### config.mk
export PLATFORM = sky130hd
export DESIGN_NAME = integer_alu_shift_add_multiply
export DESIGN_NICKNAME = d
export VERILOG_FILES = /design/src/hdl/ialu_pkg.sv /design/src/hdl/integer_alu_shift_add_multiply.sv /design/src/hdl/ialu_seq.sv /design/src/hdl/ialu_dp.sv
export SDC_FILE = /design/constraint.sdc
export NUM_CORES = 1
export LEC_CHECK = 0
export BUFFER_PORTS_ARGS = -buffer_cell sky130_fd_sc_hd__buf_2
export CORE_MARGIN = 2
export CORE_UTILIZATION = 34
export CTS_CLUSTER_SIZE = 20
export DETAILED_ROUTE_END_ITERATION = 8
export GPL_ROUTABILITY_DRIVEN = 0
export GPL_TIMING_DRIVEN = 0
export PLACE_DENSITY = 0.62
export REMOVE_ABC_BUFFERS = 1
export SLEW_MARGIN = 20
export SYNTH_ARGS = -nofsm -noshare
export SYNTH_HDL_FRONTEND = slang
export SYNTH_SLANG_ARGS = --single-unit
export TNS_END_PERCENT = 5
### constraint.sdc
create_clock -name i_clk -period 5.1 [get_ports i_clk]
set_clock_uncertainty 0.1 [all_clocks]
set_input_delay 0 -clock i_clk [delete_from_list [all_inputs] [get_ports i_clk]]
set_output_delay 0 -clock i_clk [all_outputs]
set_load 0.01 [all_outputs]
### src/hdl/ialu_pkg.sv
// ----------------------------------------------------------------------------
// ialu_pkg: shared types and constants for the integer ALU
// Command codes, sequencer state encoding and the control bundle that the
// sequencer hands to the datapath.
// ----------------------------------------------------------------------------
`default_nettype none

package ialu_pkg;

    // Field widths of the transaction ports
    localparam int CMD_W    = 4;
    localparam int RESULT_W = 32;
    localparam int LOW_W    = 16;

    // Command codes
    typedef enum logic [CMD_W-1:0] {
        CMD_ADD   = 4'd0,
        CMD_SUB   = 4'd1,
        CMD_NEG   = 4'd2,
        CMD_INC   = 4'd3,
        CMD_DEC   = 4'd4,
        CMD_SHL   = 4'd5,
        CMD_SAR   = 4'd6,
        CMD_MUL   = 4'd7,
        CMD_SPLIT = 4'd8
    } t_cmd;

    // Sequencer states, one-hot
    typedef enum logic [5:0] {
        ST_IDLE = 6'b000001,
        ST_EXEC = 6'b000010,
        ST_ABSB = 6'b000100,
        ST_MUL  = 6'b001000,
        ST_FIX  = 6'b010000,
        ST_OUT  = 6'b100000
    } t_state;

    // Datapath strobes from the sequencer
    typedef struct packed {
        logic load;   // capture an input transaction
        logic exec;   // single-pass ops, or magnitude of A for multiply
        logic absb;   // magnitude of B, clear accumulator
        logic step;   // one shift-and-add iteration
        logic fix;    // apply product sign
    } t_ctrl;

endpackage

`default_nettype wire

### src/hdl/integer_alu_shift_add_multiply.sv
// ----------------------------------------------------------------------------
// integer_alu_shift_add_multiply: two's complement ALU with serial multiplier
// Add, subtract, negate, increment, decrement, shifts, split and a
// sign-magnitude shift-and-add multiply, sharing one adder.
// ----------------------------------------------------------------------------
// One transaction at a time. Add, subtract, negate, increment, decrement,
// shifts, split and unknown commands pass through the EXEC state and show
// their result in OUT. Multiply steps through the magnitude of A, the
// magnitude of B, a shift-and-add step for each bit of B through the shared
// adder, and the sign fix before OUT. o_stall stays high from the accepted
// input until the result transaction is taken, so a new input can be taken
// in the cycle after that. Operands are cut or sign extended to DATA_WIDTH
// bits; results are cut or zero extended to the port widths.
`default_nettype none

module integer_alu_shift_add_multiply
    import ialu_pkg::*;
#(
    parameter int DATA_WIDTH = 32
) (
    input  wire logic                        i_clk,
    input  wire logic                        i_rst_n,
    input  wire logic                        i_valid,
    output logic                             o_stall,
    input  wire logic [CMD_W-1:0]            i_command,
    input  wire logic signed [RESULT_W-1:0]  i_operand_a,
    input  wire logic signed [RESULT_W-1:0]  i_operand_b,
    output logic                             o_valid,
    input  wire logic                        i_stall,
    output logic signed [RESULT_W-1:0]       o_result,
    output logic [LOW_W-1:0]                 o_low_half
);

    t_ctrl ctrl;
    logic  is_mul;
    logic  busy;
    logic  accept;

    assign accept  = i_valid && !busy;
    assign o_stall = busy;

    // Sequencer
    ialu_seq #(
        .DATA_WIDTH (DATA_WIDTH)
    ) u_seq (
        .i_clk       (i_clk),
        .i_rst_n     (i_rst_n),
        .i_accept    (accept),
        .i_is_mul    (is_mul),
        .i_out_stall (i_stall),
        .o_ctrl      (ctrl),
        .o_busy      (busy),
        .o_out_valid (o_valid)
    );

    // Datapath
    ialu_dp #(
        .DATA_WIDTH (DATA_WIDTH)
    ) u_dp (
        .i_clk       (i_clk),
        .i_ctrl      (ctrl),
        .i_command   (i_command),
        .i_operand_a (i_operand_a),
        .i_operand_b (i_operand_b),
        .o_is_mul    (is_mul),
        .o_result    (o_result),
        .o_low_half  (o_low_half)
    );

`ifndef NO_ASSERTIONS
    // A pending result keeps the input side closed
    a_out_blocks_in: assert property (@(posedge i_clk) disable iff (!i_rst_n)
        o_valid |-> o_stall)
        else $error("input open while a result is pending");

    // An accepted transaction closes the input side
    a_accept_busy: assert property (@(posedge i_clk) disable iff (!i_rst_n)
        (i_valid && !o_stall) |=> (o_stall && !o_valid))
        else $error("input not closed after accept");

    // A delivered result is not repeated
    a_no_repeat: assert property (@(posedge i_clk) disable iff (!i_rst_n)
        (o_valid && !i_stall) |=> !o_valid)
        else $error("result repeated after delivery");
`endif

endmodule

`default_nettype wire

### src/hdl/ialu_seq.sv
// ----------------------------------------------------------------------------
// ialu_seq: sequencer for the integer ALU
// Steps the shared adder through setup, the shift-and-add loop and the sign
// fix, and runs both handshakes.
// ----------------------------------------------------------------------------
`default_nettype none

module ialu_seq
    import ialu_pkg::*;
#(
    parameter int DATA_WIDTH = 32
) (
    input  wire logic i_clk,
    input  wire logic i_rst_n,
    input  wire logic i_accept,
    input  wire logic i_is_mul,
    input  wire logic i_out_stall,
    output t_ctrl     o_ctrl,
    output logic      o_busy,
    output logic      o_out_valid
);

    localparam int CNT_W = $clog2(DATA_WIDTH);
    localparam logic [CNT_W-1:0] LAST_STEP = CNT_W'(DATA_WIDTH - 1);

    t_state           r_state, n_state;
    logic [CNT_W-1:0] r_cnt;

    // Next state
    always_comb begin
        n_state = r_state;
        case (r_state)
            ST_IDLE: begin
                if (i_accept) n_state = ST_EXEC;
            end
            ST_EXEC: begin
                n_state = i_is_mul ? ST_ABSB : ST_OUT;
            end
            ST_ABSB: begin
                n_state = ST_MUL;
            end
            ST_MUL: begin
                if (r_cnt == LAST_STEP) n_state = ST_FIX;
            end
            ST_FIX: begin
                n_state = ST_OUT;
            end
            ST_OUT: begin
                if (!i_out_stall) n_state = ST_IDLE;
            end
            default: begin
                n_state = ST_IDLE;
            end
        endcase
    end

    // Hold state and iteration count
    always_ff @(posedge i_clk) begin
        if (!i_rst_n) begin
            r_state <= ST_IDLE;
            r_cnt   <= '0;
        end else begin
            r_state <= n_state;
            if (r_state == ST_MUL) r_cnt <= r_cnt + CNT_W'(1);
            else                   r_cnt <= '0;
        end
    end

    // Decode strobes
    assign o_ctrl.load  = (r_state == ST_IDLE) && i_accept;
    assign o_ctrl.exec  = (r_state == ST_EXEC);
    assign o_ctrl.absb  = (r_state == ST_ABSB);
    assign o_ctrl.step  = (r_state == ST_MUL);
    assign o_ctrl.fix   = (r_state == ST_FIX);
    assign o_busy       = (r_state != ST_IDLE);
    assign o_out_valid  = (r_state == ST_OUT);

`ifndef NO_ASSERTIONS
    // Counter runs only inside the multiply loop
    a_cnt_idle: assert property (@(posedge i_clk) disable iff (!i_rst_n)
        (r_state != ST_MUL) |=> (r_cnt == '0))
        else $error("iteration counter not cleared outside loop");

    // Loop always ends in the sign fix after the last step
    a_loop_end: assert property (@(posedge i_clk) disable iff (!i_rst_n)
        (r_state == ST_MUL && r_cnt == LAST_STEP) |=> (r_state == ST_FIX))
        else $error("multiply loop did not end on the last step");

    // Multiply loop always follows the magnitude of B, with a cleared counter
    a_absb_next: assert property (@(posedge i_clk) disable iff (!i_rst_n)
        (r_state == ST_ABSB) |=> (r_state == ST_MUL && r_cnt == '0))
        else $error("loop entered without a cleared counter");
`endif

endmodule

`default_nettype wire

### src/hdl/ialu_dp.sv
// ----------------------------------------------------------------------------
// ialu_dp: datapath for the integer ALU
// Operand and accumulator registers around one shared adder/subtractor and a
// barrel shifter. Multiply runs one bit of B per pass through the adder.
// ----------------------------------------------------------------------------
`default_nettype none

module ialu_dp
    import ialu_pkg::*;
#(
    parameter int DATA_WIDTH = 32
) (
    input  wire logic                        i_clk,
    input  wire t_ctrl                       i_ctrl,
    input  wire logic [CMD_W-1:0]            i_command,
    input  wire logic signed [RESULT_W-1:0]  i_operand_a,
    input  wire logic signed [RESULT_W-1:0]  i_operand_b,
    output logic                             o_is_mul,
    output logic signed [RESULT_W-1:0]       o_result,
    output logic [LOW_W-1:0]                 o_low_half
);

    localparam int W     = DATA_WIDTH;
    localparam int HALF  = DATA_WIDTH / 2;
    localparam int SH_W  = $clog2(DATA_WIDTH);
    localparam logic [W-1:0] WIDTH_VAL = W'(DATA_WIDTH);

    logic [CMD_W-1:0] r_cmd;
    logic [W-1:0]     r_a;
    logic [W-1:0]     r_b;
    logic [W-1:0]     r_acc;
    logic [W-1:0]     r_res;
    logic [HALF-1:0]  r_lo;
    logic             r_neg;

    logic [W-1:0]     add_x;
    logic [W-1:0]     add_y;
    logic             add_inv;
    logic [W-1:0]     add_sum;
    logic [SH_W-1:0]  sh_amt;
    logic             sh_big;
    logic [W-1:0]     shl_val;
    logic [W-1:0]     sar_val;
    logic [W-1:0]     exec_val;

    // Select adder operands
    always_comb begin
        add_x   = r_a;
        add_y   = r_b;
        add_inv = 1'b0;
        if (i_ctrl.exec) begin
            case (r_cmd)
                CMD_SUB: begin
                    add_inv = 1'b1;
                end
                CMD_NEG: begin
                    add_x   = '0;
                    add_y   = r_a;
                    add_inv = 1'b1;
                end
                CMD_INC: begin
                    add_y = W'(1);
                end
                CMD_DEC: begin
                    add_y = W'(1);
                    add_inv = 1'b1;
                end
                CMD_MUL: begin
                    add_x   = '0;
                    add_y   = r_a;
                    add_inv = r_a[W-1];
                end
                default: begin
                    add_x = r_a;
                end
            endcase
        end else if (i_ctrl.absb) begin
            add_x   = '0;
            add_y   = r_b;
            add_inv = r_b[W-1];
        end else if (i_ctrl.step) begin
            add_x = r_acc;
            add_y = r_b[0] ? r_a : '0;
        end else if (i_ctrl.fix) begin
            add_x   = '0;
            add_y   = r_acc;
            add_inv = r_neg;
        end
    end

    // Shared adder: x + y, or x - y through invert and carry in
    assign add_sum = add_x + (add_y ^ {W{add_inv}}) + W'(add_inv);

    // Barrel shifter, amount read as unsigned
    assign sh_amt  = r_b[SH_W-1:0];
    assign sh_big  = (r_b >= WIDTH_VAL);
    assign shl_val = sh_big ? '0 : (r_a << sh_amt);
    assign sar_val = sh_big ? {W{r_a[W-1]}} : W'($signed(r_a) >>> sh_amt);

    // Pick the single-pass result
    always_comb begin
        case (r_cmd) inside
            CMD_ADD, CMD_SUB, CMD_NEG, CMD_INC, CMD_DEC: exec_val = add_sum;
            CMD_SHL:   exec_val = shl_val;
            CMD_SAR:   exec_val = sar_val;
            CMD_SPLIT: exec_val = {r_a[W-1:HALF], HALF'(0)};
            default:   exec_val = '0;
        endcase
    end

    // Advance operand, accumulator and result registers
    always_ff @(posedge i_clk) begin
        if (i_ctrl.load) begin
            r_cmd <= i_command;
            r_a   <= W'(i_operand_a);
            r_b   <= W'(i_operand_b);
        end else if (i_ctrl.exec) begin
            if (r_cmd == CMD_MUL) begin
                r_a   <= add_sum;
                r_neg <= r_a[W-1] ^ r_b[W-1];
            end else begin
                r_res <= exec_val;
                r_lo  <= (r_cmd == CMD_SPLIT) ? r_a[HALF-1:0] : '0;
            end
        end else if (i_ctrl.absb) begin
            r_b   <= add_sum;
            r_acc <= '0;
        end else if (i_ctrl.step) begin
            r_acc <= add_sum;
            r_a   <= {r_a[W-2:0], 1'b0};
            r_b   <= {1'b0, r_b[W-1:1]};
        end else if (i_ctrl.fix) begin
            r_res <= add_sum;
            r_lo  <= '0;
        end
    end

    assign o_is_mul   = (r_cmd == CMD_MUL);
    assign o_result   = RESULT_W'(r_res);
    assign o_low_half = LOW_W'(r_lo);

endmodule

`default_nettype wire
==> report_table.html <==
<table>
<tr><th>Metric</th><th>Value</th></tr>
<tr><th colspan="2">Yosys</th></tr>
<tr><td>Share of async-settable or async-resettable flops after synthesis</td><td>0%</td></tr>
<tr><td>Count of synthesis-stage warnings from yosys</td><td>0</td></tr>
<tr><td>Synthesized flop and latch total</td><td>160</td></tr>
<tr><td>Mean post-synth cell area</td><td>about 8.2 sq um</td></tr>
<tr><td>Unique masters post-synth</td><td>a little under 80</td></tr>
<tr><td>Flip-flop cell with the highest count after synthesis</td><td>sky130_fd_sc_hd__edfxtp_1</td></tr>
<tr><td>Part of the Yosys area used for sequential elements</td><td>33.3%</td></tr>
<tr><td>Count of flip-flops with a built-in enable after synthesis</td><td>approximately 150</td></tr>
<tr><td>Number of standard cells after synthesis</td><td>1721</td></tr>
<tr><td>Post-Syn Area</td><td>14100 sq um</td></tr>
<tr><th colspan="2">GRT</th></tr>
<tr><td>Global-route congestion overflow total</td><td>0</td></tr>
<tr><td>Maximum number of pins on one net before global-route repair</td><td>66</td></tr>
<tr><td>Number of antenna violations at the first check in global routing</td><td>1</td></tr>
<tr><td>Tot GR Track Use</td><td>about a quarter</td></tr>
<tr><td>Wire length of the first global-routing pass</td><td>81100 microns</td></tr>
<tr><td>Via count of the first global-routing pass</td><td>13900</td></tr>
<tr><th colspan="2">Setup path</th></tr>
<tr><td>Required arrival time at the worst endpoint</td><td>5.22 ns</td></tr>
<tr><td>CP dominant cell by count</td><td>sky130_fd_sc_hd__o21ai_2</td></tr>
<tr><td>Cells along the critical path</td><td>and3_1 -&gt; o22ai_1 -&gt; o311a_4 -&gt; a31oi_1 -&gt; nor2_1 -&gt; fa_2 -&gt; nor2b_2 -&gt; o21ai_2 -&gt; a2111oi_4 -&gt; o21ai_2 -&gt; a31oi_4 -&gt; o211ai_1 -&gt; a31oi_2 -&gt; xor2_4 -&gt; a221o_1</td></tr>
<tr><td>Worst path arrival time</td><td>about 5 ns</td></tr>
<tr><td>Biggest fanout along the worst timing path</td><td>20</td></tr>
<tr><td>Critical Path Source Type</td><td>register</td></tr>
<tr><td>Delay of the slowest cell on the worst path</td><td>0.85 ns</td></tr>
<tr><td>Highest-delay cell along the critical path</td><td>sky130_fd_sc_hd__edfxtp_1</td></tr>
<tr><td>Crit path capture type</td><td>register</td></tr>
<tr><td>Worst setup path category</td><td>reg2reg</td></tr>
<tr><th colspan="2">Detailed routing</th></tr>
<tr><td>Final wirelength</td><td>53700 microns</td></tr>
<tr><td>Post-detailed-route via-to-cell ratio</td><td>6.10</td></tr>
<tr><td>Number of nets with antenna violations after routing</td><td>0</td></tr>
<tr><td>Count of routing violations after the opening detailed-route iteration</td><td>2037</td></tr>
<tr><td>Number of iterations in the first detailed-routing pass</td><td>6</td></tr>
<tr><td>DRC</td><td>0</td></tr>
<tr><td>Routed wire per std cell</td><td>22.5 microns</td></tr>
<tr><td>Via count</td><td>14600</td></tr>
<tr><th colspan="2">Layout</th></tr>
<tr><td>Layout Area Growth over Synthesis</td><td>25.2%</td></tr>
<tr><td>Total of fill cells in the finished design</td><td>4020</td></tr>
<tr><td>Final core utilization</td><td>43.2%</td></tr>
<tr><td>Area of combinational cells with multiple inputs</td><td>9210 sq um</td></tr>
<tr><td>Diodes inserted</td><td>0</td></tr>
<tr><td>Commonest non-fill, non-tap cell in the layout</td><td>sky130_fd_sc_hd__nand2_1</td></tr>
<tr><td>Net count of the finished layout</td><td>1950</td></tr>
<tr><td>Top library cells by usage in the layout, fill and taps aside</td><td>sky130_fd_sc_hd__nand2_1 (190), sky130_fd_sc_hd__nor2_1 (181), sky130_fd_sc_hd__a21oi_1 (166)</td></tr>
<tr><td>Flip-flop and latch area</td><td>4710 sq um</td></tr>
<tr><td>Share of final-layout standard cells stronger than drive strength 1</td><td>roughly a fifth</td></tr>
<tr><td>Finished Layout Cells</td><td>2390</td></tr>
<tr><th colspan="2">CTS</th></tr>
<tr><td>Number of H-tree levels</td><td>4</td></tr>
<tr><td>Number of buffers between clock root and the deepest sink</td><td>2</td></tr>
<tr><td>Latest clock arrival within the worst-skew pair</td><td>about 0.47 ns</td></tr>
<tr><td>Clock tree from TritonCTS</td><td>built</td></tr>
<tr><td>TritonCTS Buffers</td><td>17</td></tr>
<tr><td>CTS Root Cell</td><td>sky130_fd_sc_hd__clkbuf_16</td></tr>
<tr><td>Clock Sink Count</td><td>160</td></tr>
<tr><td>Clock-pin slew reported for the worst setup and hold paths after clock tree synthesis</td><td>around 0.070 ns</td></tr>
<tr><th colspan="2">STA</th></tr>
<tr><td>Worst slack on hold paths</td><td>0.165 ns</td></tr>
<tr><td>Timing-limited maximum frequency</td><td>200 MHz</td></tr>
<tr><td>Slew at the pin closest to its max-slew limit</td><td>between 1 and 1.5 ns</td></tr>
<tr><td>Fin. max-slew vios</td><td>0</td></tr>
<tr><td>Final count of negative-setup-slack endpoints</td><td>0</td></tr>
<tr><td>Worst relative slew slack</td><td>31.0%</td></tr>
<tr><td>Share of the cycle needed by the critical path after routing</td><td>98.1%</td></tr>
<tr><td>Final critical-path required period</td><td>5.00 ns</td></tr>
<tr><td>Unrepaired setup endpoints after global routing</td><td>yes</td></tr>
<tr><td>Number of failing hold endpoints at the final stage</td><td>0</td></tr>
<tr><th colspan="2">Die</th></tr>
<tr><td>Core outline area</td><td>40900 sq um</td></tr>
<tr><td>Width of the chip</td><td>208 microns</td></tr>
<tr><td>Die Span Y</td><td>208 microns</td></tr>
<tr><td>Placement Rows</td><td>74</td></tr>
<tr><td>Starting density of the core</td><td>34.5%</td></tr>
<tr><td>Top-Level Pins</td><td>approximately 120</td></tr>
<tr><td>Area enclosed by the die boundary</td><td>roughly 43000 sq um</td></tr>
<tr><th colspan="2">Run</th></tr>
<tr><td>Max-cap check violation count</td><td>0</td></tr>
<tr><th colspan="2">Placement</th></tr>
<tr><td>Port buffer count</td><td>around 120</td></tr>
<tr><td>Number of cells in the design after placement</td><td>approximately 2300</td></tr>
<tr><td>HPWL Detailed</td><td>between 30000 and 40000 microns</td></tr>
<tr><th colspan="2">Power</th></tr>
<tr><td>Maximum resistive drop on vdd</td><td>around 240 uV</td></tr>
<tr><td>Power per standard cell area</td><td>299 nW/um^2</td></tr>
<tr><td>Leakage Power</td><td>6.90 nW</td></tr>
<tr><td>Final Power</td><td>5.28 mW</td></tr>
<tr><th colspan="2">Worst hold path</th></tr>
<tr><td>Classification of the worst-slack hold path</td><td>in2reg</td></tr>
<tr><th colspan="2">Run status</th></tr>
<tr><td>Status</td><td>finished, final reports clean</td></tr>
</table>
## path summary, 6_finish.rpt
path                                  start                         to  slack, ns  depth (start not counted)
hold / removal                 i_command[3]    u_dp.r_cmd[3]$_DFFE_PP_       0.17                          2
hold reg to reg   u_seq.r_cnt[0]$_SDFF_PN0_  u_seq.r_cnt[0]$_SDFF_PN0_       0.36                          1
setup reg to reg     u_dp.r_a[31]$_DFFE_PP_     u_dp.r_b[30]$_DFFE_PP_        0.1                         15
setup / recovery     u_dp.r_a[31]$_DFFE_PP_     u_dp.r_b[30]$_DFFE_PP_        0.1                         15
## stage by stage
stage	setup TNS, ns	instance area [sq um]	worst slack, ns
finish	0	17700	0.0982
global route	-0.490	17700	-0.0824
CTS	-0.000485	17400	-0.000485
detailed placement	-106.81	15700	-1.88
global placement	-488.73	14800	-3.92
floorplan	-63.62	13500	-1.40
## state kept, by name, indices dropped and copies added, names as in the netlist
name             count
u_seq.r_cnt          5
u_dp.r_a            32
u_dp.r_acc          32
u_dp.o_result       32
u_dp.r_b            32
u_dp.r_neg           1
u_dp.o_low_half     16
u_seq.r_state        6
u_dp.r_cmd           4
## critical path: cells and delay by family, from the launching register on
kind / cells / cell delay (ns)
flops: 1 / 0.85
xor+xnor: 1 / 0.17
simple gates: 3 / 0.55
fa+ha+maj: 1 / 0.37
compound gates: 10 / 2.70
## synthesized netlist by cell type, drive strengths merged (16+ instances only)
cell      n  area share [%]
nor2    186             4.9
nor3     41             1.5
mux4     21             3.4
nand2b   29             1.3
edfxtp  149              32
and2     20            0.89
a21o     17            0.90
a22oi    32             1.7
a21oi   170             6.0
ha       32             2.8
a22o     31             1.9
o21a     25             1.3
a31oi    37             1.6
mux2i    82             5.8
o211ai   22             1.2
clkbuf  142             3.8
or2      32             1.4
buf      16            0.50
o21ai   161             5.7
inv      16            0.43
and3     39             1.7
nand2   195             5.2
xnor2    52             3.2
## per-layer routing
layer | up-vias | part of all wire [%] | track usage [%]
met3 | 180 | 11 | 5.95
met1 | 6925 | 39 | 30.8
met2 | 881 | 46 | 38.5
met5 | - | 0 | 0
met4 | 0 | 4.9 | 11.2
li1 | 6584 | - | -
## timing repair
item | in CTS | in global routing
resized for setup | 37 | 35
hold endpoints to repair | 79 | 0
setup endpoints to repair | 111 | 71
buffers inserted | 14 | 15
gates cloned | 2 | 0
pin swaps | 11 | 19
hold buffers | 71 | 0
## final cells by class
class / instances / share of cell area [%]
clock buffer: 18 / 2.43
clock inverter: 14 / 0.921
inverter: 18 / 0.390
multi-input combinational: 1385 / 52.1
sequential: 160 / 26.6
tap: 532 / 3.77
timing repair buffer: 263 / 13.7
## kinds of logic (layout without fill, tap and decap cells)
logic type      Yosys count  after routing  share of synthesized area [%]
mux                     118            118                           10.4
simple gates            603            603                           19.8
fa+ha+maj                33             33                           2.98
flops                   160            160                           33.3
compound gates          567            567                           24.9
xor+xnor                 64             64                           3.97
buf+inv                 176            313                           4.78
## power breakdown
group	switching, mW	total [mW]	internal [mW]
registers	0.155	1.74	1.59
logic	1.30	2.17	0.874
clock network	0.659	1.36	0.701
total	2.12	5.28	3.16
(Power assumes the default switching activity.)
